==> src/bromap_pkg.sv <==
// Package for the banked ROM/RAM overlay memory map.
// Holds command codes, address constants and the request structs; no dependencies.
package bromap_pkg;

    localparam logic [2:0] CMD_READ  = 3'd0;
    localparam logic [2:0] CMD_WRITE = 3'd1;
    localparam logic [2:0] CMD_FETCH = 3'd2;
    localparam logic [2:0] CMD_BANK  = 3'd3;
    localparam logic [2:0] CMD_LOAD  = 3'd4;

    localparam int ROM_BYTES      = 32768;
    localparam int CHAR_RAM_BYTES = 2048;
    localparam int ROM_AW         = $clog2(ROM_BYTES);
    localparam int CHAR_AW        = $clog2(CHAR_RAM_BYTES);

    localparam logic [15:0] WINDOW_BASE = 16'h7800;
    localparam logic [15:0] HIGH_BASE   = 16'h8000;

    typedef enum logic [1:0] {
        SRC_LOW,
        SRC_HIGH,
        SRC_ROM,
        SRC_CHAR
    } src_t;

    // One access to the memory store.
    typedef struct packed {
        logic              rd;
        logic              wr;
        src_t              src;
        logic [ROM_AW-1:0] addr;
        logic [7:0]        wdata;
    } req_t;

    // Side effects of a beat outside the memories.
    typedef struct packed {
        logic has_result;
        logic bank_wr;
        logic fetch;
        logic fetch_in_window;
    } ctl_t;

endpackage

==> src/bromap_decode.sv <==
// Address and command decode of the overlay map.
// Turns one input beat plus the bank and window bits into a store request; uses bromap_pkg.
module bromap_decode (
    input  logic [2:0]         cmd,
    input  logic [15:0]        address,
    input  logic [7:0]         write_data,
    input  logic               low_is_ram,
    input  logic               code_in_window,
    output bromap_pkg::req_t   req,
    output bromap_pkg::ctl_t   ctl
);
    import bromap_pkg::*;

    logic in_high;
    logic in_window;
    src_t code_src;

    assign in_high   = (address >= HIGH_BASE);
    assign in_window = (address >= WINDOW_BASE) && !in_high;

    always_comb
    begin
        priority if (in_high)
            code_src = SRC_HIGH;
        else if (low_is_ram)
            code_src = SRC_LOW;
        else
            code_src = SRC_ROM;
    end

    always_comb
    begin
        req.rd    = 1'b0;
        req.wr    = 1'b0;
        req.src   = code_src;
        req.addr  = address[ROM_AW-1:0];
        req.wdata = write_data;
        ctl       = '0;
        unique case (cmd)
            CMD_READ:
            begin
                req.rd = 1'b1;
                ctl.has_result = 1'b1;
                // Reads in the window see character RAM unless code runs from there or low RAM is selected.
                if (in_window && !low_is_ram && !code_in_window)
                    req.src = SRC_CHAR;
            end
            CMD_WRITE:
            begin
                if (in_high || low_is_ram)
                    req.wr = 1'b1;
                else if (in_window)
                begin
                    req.wr  = 1'b1;
                    req.src = SRC_CHAR;
                end
            end
            CMD_FETCH:
            begin
                req.rd = 1'b1;
                ctl.has_result = 1'b1;
                ctl.fetch = 1'b1;
                ctl.fetch_in_window = in_window;
            end
            CMD_BANK:
                ctl.bank_wr = 1'b1;
            CMD_LOAD:
            begin
                req.wr  = 1'b1;
                req.src = SRC_ROM;
            end
            default:
            begin
                req.rd = 1'b0;
            end
        endcase
    end

endmodule

==> config.mk <==
export PLATFORM = sky130hd
export DESIGN_NAME = bromap_decode
export DESIGN_NICKNAME = d
export VERILOG_FILES = /design/src/bromap_pkg.sv /design/src/bromap_decode.sv
export SDC_FILE = /design/constraint.sdc
export NUM_CORES = 1
export LEC_CHECK = 0
export BUFFER_PORTS_ARGS = -buffer_cell sky130_fd_sc_hd__buf_2
export CAP_MARGIN = 30
export CORE_AREA = 2 2 39 41
export DETAILED_ROUTE_END_ITERATION = 6
export DIE_AREA = 0 0 41 43
export GPL_TIMING_DRIVEN = 0
export PLACE_DENSITY = 0.76
export SLEW_MARGIN = 25
export SYNTH_ARGS = -nofsm -noshare
export SYNTH_HDL_FRONTEND = slang
export SYNTH_SLANG_ARGS = --single-unit
export TNS_END_PERCENT = 20
==> constraint.sdc <==
create_clock -name vclk -period 0.8
set_input_delay 0.08 -clock vclk [all_inputs]
set_output_delay 0.08 -clock vclk [all_outputs]
set_load 0.01 [all_outputs]
==> results of run 1 <==
-- routing by layer --
layer	global-route usage [%]	vias up	routed length, um
li1	-	191	-
met1	5.38	156	216
met2	15.9	36	417
met3	1.57	0	173
met4	0	0	0
met5	0	-	0
-- power by group through the flow --
stage	registers, mW	clock network [mW]	logic [mW]
after floorplan	0	0	0.161
after global placement	0	0	0.270
after detailed placement	0	0	0.275
after CTS	0	0	0.282
after global routing	0	0	0.321
final	0	0	0.294
-- logic make-up (layout without fill, tap and decap cells) --
logic type,count (synthesis),after routing,share of synthesized area [%]
AO/OA/AOI/OAI,4,4,11.8
buffers and inverters,25,66,64.5
AND/OR/NAND/NOR,11,11,23.7
-- cell usage after synthesis --
library cell | number | share of area, %
nor3b_2 | 1 | 4.4
and3_2 | 1 | 2.6
nor2_1 | 4 | 5.3
a31oi_1 | 1 | 2.2
and4_4 | 1 | 3.9
o311ai_2 | 1 | 5.7
a21oi_1 | 1 | 1.8
nand2b_1 | 2 | 4.4
o22ai_1 | 1 | 2.2
nor3_1 | 1 | 1.8
buf_4 | 24 | 63
nand2_1 | 1 | 1.3
inv_1 | 1 | 1.3
-- cell type report --
class / instances / area share (%)
well taps: 16 / 3.64
repair buffers: 41 / 39.6
multi-input cells: 15 / 23.2
plain buffers: 24 / 32.8
inverters: 1 / 0.683
-- final timing paths --
check	start	to	slack, ps	cells after the start
worst max-delay path	address[13]	req[25]	-100	5
worst min-delay path	write_data[5]	req[5]	340	2
-- layout by cell type (no fill, tap or decap) --
master and instances:
buf_2 39, buf_4 24, nor2_1 4, buf_6 2, nor3b_2 1, and4_4 1
nand2_1 1, nand2b_4 1, inv_1 1, o311ai_4 1, a21oi_2 1, o22ai_1 1
nand2b_1 1, nor3_2 1, a31oi_1 1, and3_2 1
-- repair_timing --
action                     in CTS  in global routing
resized for setup               2                  4
setup endpoints to repair       1                  4
pin swaps                       1                  1
hold endpoints to repair        0                  0
-- metrics by stage --
step,cells,instance area [um^2]
CTS,97,523
floorplan,40,285
global route,97,549
finish,97,549
detailed placement,97,510
global placement,97,510
==> reports/qor.csv, run 1 <==
stage;metric;value;unit
outcome;outcome;complete, but fails checks;
outcome;violated checks;setup timing;
timing;setup_tns;-111;ps
synthesis;Avg Inst Size Synth;7.13;um^2
pwr;VDD IR-drop max;155;uV
die;die span in y;43;um
setup_path;category of the most critical setup path;primary input to output pin;
pwr;Clk network pwr share;0;%
timing;Setup violations, final;2;
worst_hold_path;Hold Path Class;primary input to output pin;
finish;share of post-route cells with drive strength above 1;88.9;%
routing;drt total wl;806;um
global_routing;largest net degree at the start of global routing;7;
finish;Ant. Diodes;0;
die;Die Wd;41;um
finish;Synth-to-Final Area Change;92.5;%
synthesis;YS warnings;0;
global_routing;first-pass GRT wire length;924;um
setup_path;Worst setup SP type;primary input;
synthesis;post-synth cell types;13;
die;Ports;60;
setup_path;Slowest-stage cell, CP;o311ai_4;
setup_path;CP bufs+invs;2;
routing;Vias;383;
setup_path;worst path cell trace;buf_6 > and4_4 > o311ai_4 > a21oi_2 > buf_2;
timing;min Tclk post-route;903;ps
placement;Detail Placement HPWL;734;um
routing;# DRC;0;
finish;register area;0;um^2
timing;Slew Limit Fails;0;
global_routing;vias in the first global route;278;
die;CORE AREA;1380;um^2
pwr;P_int;0.171;mW
synthesis;synthesized instance count;40;
setup_path;crit end category;output pin;
pwr;Switching Power;0.122;mW
setup_path;Data arrival, critical path;820;ps
finish;Fill cells;149;
timing;RSZ-0062 raised after global routing;yes;
finish;final net count;112;
placement;GPL Wtd Cong;0.576;
pwr;combinational share of power;100.0;%
pwr;sw frac;41.7;%
die;row count;14;
setup_path;Crit path max-delay family;compound AO/OA/AOI/OAI gates;
finish;layout clock buffer count;0;
routing;First DRT Iteration DRCs;0;
die;die area;1760;um^2
routing;Pre-Repair DR Iteration Count;1;
placement;pre-CTS setup slack;-134;ps
timing;Worst-Margin Slew;231;ps
clock_network;hold-fix buffers at CTS;0;
timing;fmax;1110;MHz
finish;multi-input logic area;128;um^2
global_routing;global route total overflow;0;
routing;Antenna Nets Post-Route;0;
timing;final worst path period share;113;%
clock_network;Post-CTS Setup Repair Bufs;0;
synthesis;mapped cell area;285;um^2
timing;slack of the critical path;-103;ps
timing;final hold slack;342;ps
routing;DR WL/cell;8.31;um
finish;Seq cells;0;
finish;Layout Utilization;39.7;%
timing;Slew headroom;84.6;%
pwr;P per Cell Area;534;nW/um^2
setup_path;Worst path max stage delay;230;ps
die;starting density of the core;20.6;%
global_routing;initial antenna violation count;0;
global_routing;overall routing resource usage;7.09;%
job;Max-Cap Viols;0;
setup_path;Critical Path Fanout Max;3;
synthesis;Syn Nets;69;
pwr;leak pwr;0.335;nW
routing;via density per instance;3.95;
placement;port bufs;41;
timing;final hold viol count;0;
setup_path;required time worst endpoint;720;ps
synthesis;sequential fraction of the synthesis area;0;%
pwr;Overall Power;0.294;mW
pwr;Sequential Power Share;0;%
Note: power is estimated with default switching activity, not from simulation.
==> run 2: changes to the inputs <==
Settings changed: BUFFER_PORTS_ARGS -buffer_cell sky130_fd_sc_hd__buf_2 to unset, DONT_BUFFER_PORTS set to 1, PLACE_DENSITY 0.76 to 0.37.
==> reports/qor.csv, run 2 (same netlist as run 1, synthesis figures left out) <==
stage;metric;value;unit;change
die;Die Wd;41;um;unchanged
worst_hold_path;hold depth;1;;-1
finish;Layout Utilization;22.1;%;-18 points
finish;Synth-to-Final Area Change;7.02;%;
pwr;VDD IR-drop max;100;uV;-35%
finish;final net count;71;;-37%
pwr;Switching Power;0.0755;mW;-38%
clock_network;hold-fix buffers at CTS;0;;unchanged
global_routing;largest net degree at the start of global routing;7;;unchanged
global_routing;first-pass GRT wire length;662;um;-28%
timing;final hold viol count;0;;unchanged
routing;# DRC;0;;unchanged
finish;layout clock buffer count;0;;unchanged
placement;placed instance count;56;;-42%
finish;Seq cells;0;;unchanged
setup_path;Data arrival, critical path;660;ps;-160 ps
finish;Ant. Diodes;0;;unchanged
routing;drt total wl;626;um;-22%
global_routing;initial antenna violation count;0;;unchanged
finish;commonest cells after routing, fill and taps aside;buf_4 (24), nor2_1 (4), nand2b_1 (2);;
placement;port bufs;0;;-100%
pwr;Clk network pwr share;0;%;unchanged
pwr;P per Cell Area;552;nW/um^2;+3.2%
routing;Pre-Repair DR Iteration Count;4;;+3
placement;Detail Placement HPWL;580;um;-21%
worst_hold_path;hold_sp;cmd[2];;
routing;First DRT Iteration DRCs;6;;+6
timing;setup_tns;0;ps;+111 ps
global_routing;vias in the first global route;163;;-41%
finish;share of post-route cells with drive strength above 1;70.0;%;-19 points
timing;Setup violations, final;0;;-2
finish;Post-Layout Cell Count;56;;-42%
setup_path;Critical Path Fanout Max;3;;unchanged
placement;GPL Wtd Cong;0.696;;+21%
timing;fmax;1340;MHz;+21%
timing;min Tclk post-route;744;ps;-159 ps
setup_path;required time worst endpoint;720;ps;about the same
pwr;combinational share of power;100.0;%;about the same
setup_path;Worst setup SP type;primary input;;
die;row count;14;;unchanged
job;Max-Cap Viols;0;;unchanged
worst_hold_path;Worst Hold End;ctl[1];;
timing;Slew Limit Fails;0;;unchanged
setup_path;category of the most critical setup path;primary input to output pin;;
setup_path;crit end category;output pin;;
die;die area;1760;um^2;unchanged
routing;DR WL/cell;11.2;um;+35%
timing;Worst-Margin Slew;293;ps;+62.3 ps
pwr;P_int;0.0930;mW;-46%
worst_hold_path;Hold Path Class;primary input to output pin;;
timing;Slew headroom;80.4;%;-4.2 points
finish;register area;0;um^2;unchanged
finish;commonest non-fill, non-tap cell in the layout;buf_4;;
die;starting density of the core;20.6;%;unchanged
global_routing;overall routing resource usage;5.00;%;-2.1 points
die;CORE AREA;1380;um^2;unchanged
pwr;Overall Power;0.168;mW;-43%
routing;Vias;241;;-37%
outcome;outcome;finished clean;;
die;Ports;60;;unchanged
timing;final worst path period share;93.0;%;-20 points
clock_network;Post-CTS Setup Repair Bufs;0;;unchanged
routing;via density per instance;4.30;;+9.0%
clock_network;post_cts resized;0;;-2
global_routing;global route total overflow;0;;unchanged
pwr;leak pwr;0.154;nW;-54%
routing;Antenna Nets Post-Route;0;;unchanged
pwr;sw frac;44.8;%;+3.1 points
timing;RSZ-0062 raised after global routing;no;;
die;die span in y;43;um;unchanged
pwr;Sequential Power Share;0;%;unchanged
## run 2: cell type report
type	instances	area (um^2)
Multi-Input combinational cell	15	101
Fill cell	163	1080
Buffer	24	180
Inverter	1	3.75
Tap cell	16	20.0
## run 2: worst max-delay path by stage
| stage | cells after the start | end | startpoint | slack [ps] |
|---|---|---|---|---|
| floorplan | 3 | req[25] | address[13] | 100 |
| global placement | 3 | req[25] | address[13] | 40 |
| detailed placement | 3 | ctl[0] | cmd[2] | 40 |
| CTS | 3 | ctl[0] | cmd[2] | 40 |
| global route | 3 | req[25] | address[13] | 30 |
| finish | 3 | req[25] | address[13] | 60 |
## run 2: critical path: stages
cell and delay [ps]:
and4_4 230, o311ai_2 80, a21oi_1 270
## run 2: metrics by stage
step / setup WS, ps / area (um^2) / hold slack, ps
6_report: 56.0 / 305 / 204
5_1_grt: 32.9 / 305 / 207
4_1_cts: 36.2 / 305 / 206
3_5_place_dp: 36.2 / 305 / 206
3_3_place_gp: 39.2 / 305 / 205
2_1_floorplan: 98.5 / 285 / 197
## run 2: power groups by stage
stage,clock (mW),combinational (mW),sequential (mW)
after floorplan,0,0.161,0
after global placement,0,0.172,0
after detailed placement,0,0.171,0
after CTS,0,0.171,0
after global routing,0,0.180,0
final,0,0.168,0
## run 2: per-layer routing
| layer | vias up | GRT usage, % | wire, um |
|---|---|---|---|
| li1 | 108 | - | - |
| met3 | 0 | 1.57 | 156 |
| met4 | 0 | 0 | 0 |
| met5 | - | 0 | 0 |
| met1 | 101 | 6.01 | 166 |
| met2 | 32 | 8.75 | 304 |
==> run 3: changes to the inputs <==
Settings changed: RECOVER_POWER set to 100.
==> reports/qor.csv, run 3 (same netlist as run 1, synthesis figures left out) <==
stage;metric;value;unit;change
timing;Slew Limit Fails;0;;unchanged
finish;share of post-route cells with drive strength above 1;7.50;%;-63 points
routing;DR WL/cell;11.2;um;+0.48%
setup_path;required time worst endpoint;720;ps;about the same
routing;via density per instance;4.27;;-0.83%
placement;GPL Wtd Cong;0.696;;unchanged
timing;RSZ-0062 raised after global routing;no;;
outcome;outcome;finished clean;;
pwr;leak pwr;0.0661;nW;-57%
pwr;P per Cell Area;565;nW/um^2;+2.4%
die;die area;1760;um^2;unchanged
finish;commonest non-fill, non-tap cell in the layout;clkbuf_1;;
setup_path;Data arrival, critical path;660;ps;about the same
finish;register area;0;um^2;unchanged
global_routing;initial antenna violation count;0;;unchanged
finish;Post-Layout Cell Count;56;;unchanged
setup_path;Critical Path Fanout Max;3;;unchanged
timing;final hold viol count;0;;unchanged
timing;Setup violations, final;0;;unchanged
routing;Antenna Nets Post-Route;0;;unchanged
job;Max-Cap Viols;0;;unchanged
clock_network;post_cts resized;0;;unchanged
clock_network;hold-fix buffers at CTS;0;;unchanged
finish;commonest cells after routing, fill and taps aside;clkbuf_1 (24), nor2_1 (4), nand2b_1 (2);;
die;row count;14;;unchanged
clock_network;Post-CTS Setup Repair Bufs;0;;unchanged
setup_path;crit end category;output pin;;
timing;Slew headroom;80.4;%;about the same
worst_hold_path;Hold Path Class;primary input to output pin;;
die;Ports;60;;unchanged
placement;port bufs;0;;unchanged
die;Die Wd;41;um;unchanged
setup_path;category of the most critical setup path;primary input to output pin;;
global_routing;first-pass GRT wire length;662;um;unchanged
finish;layout clock buffer count;0;;unchanged
global_routing;vias in the first global route;163;;unchanged
global_routing;global route total overflow;0;;unchanged
setup_path;Slowest-stage cell, CP;a21oi_1;;
pwr;VDD IR-drop max;82.6;uV;-18%
finish;Seq cells;0;;unchanged
placement;Detail Placement HPWL;580;um;unchanged
die;CORE AREA;1380;um^2;unchanged
routing;Vias;239;;-0.83%
timing;setup_tns;0;ps;unchanged
setup_path;Worst path max stage delay;270;ps;about the same
placement;placed instance count;56;;unchanged
setup_path;worst path cell trace;and4_4 > o311ai_1 > a21oi_1;;
routing;First DRT Iteration DRCs;0;;-6
routing;Pre-Repair DR Iteration Count;1;;-3
routing;drt total wl;629;um;+0.48%
worst_hold_path;hold depth;1;;unchanged
timing;Worst-Margin Slew;293;ps;-0.387 ps
timing;final worst path period share;92.1;%;-0.87 points
global_routing;overall routing resource usage;5.00;%;unchanged
setup_path;Worst setup SP type;primary input;;
finish;Ant. Diodes;0;;unchanged
die;die span in y;43;um;unchanged
routing;# DRC;0;;unchanged
global_routing;largest net degree at the start of global routing;7;;unchanged
finish;final net count;71;;unchanged
timing;fmax;1360;MHz;+0.94%
finish;Synth-to-Final Area Change;-27.2;%;
die;starting density of the core;20.6;%;unchanged
timing;min Tclk post-route;737;ps;-6.93 ps
[run 3: cell types whose count changed in the layout (fill, tap and decap cells not counted)]
cell,change
o311ai_1,+1
clkbuf_1,+24
o311ai_2,-1
buf_4,-24
[run 3: final timing paths]
check	startpoint	end
worst min-delay path	cmd[2]	ctl[1]
worst max-delay path	address[13]	req[25]
[run 3: area by class of cell]
class	instances	area [um^2]
multi-input cells	15	93.8
well taps	16	20.0
fillers	184	1180
inverters	1	3.75
plain buffers	24	90.1
[run 3: through the flow]
stage / util [%] / power (mW) / worst slack [ps] / area, um^2 / hold WS [ps]
6_report: 15.0 / 0.117 / 63.0 / 208 / 204
5_1_grt: 15.0 / 0.127 / 28.1 / 208 / 207
4_1_cts: 22.1 / 0.171 / 36.2 / 305 / 206
3_5_place_dp: 22.1 / 0.171 / 36.2 / 305 / 206
3_3_place_gp: 22.1 / 0.172 / 39.2 / 305 / 205
2_1_floorplan: - / 0.161 / 98.5 / 285 / 197
[run 3: per-layer routing]
metal / track usage [%] / wire (um)
met5: 0 / 0
met4: 0 / 0
met2: 8.75 / 297
met3: 1.57 / 148
met1: 6.01 / 183
[run 3: worst max-delay path: cells and delay by family]
family	cells	cell delay, ps
compound gates	2	350
simple gates	1	220
[run 3: power breakdown]
group / internal [mW] / switching [mW]
registers: 0 / 0
logic: 0.0423 / 0.0752
clock network: 0 / 0
total: 0.0423 / 0.0752
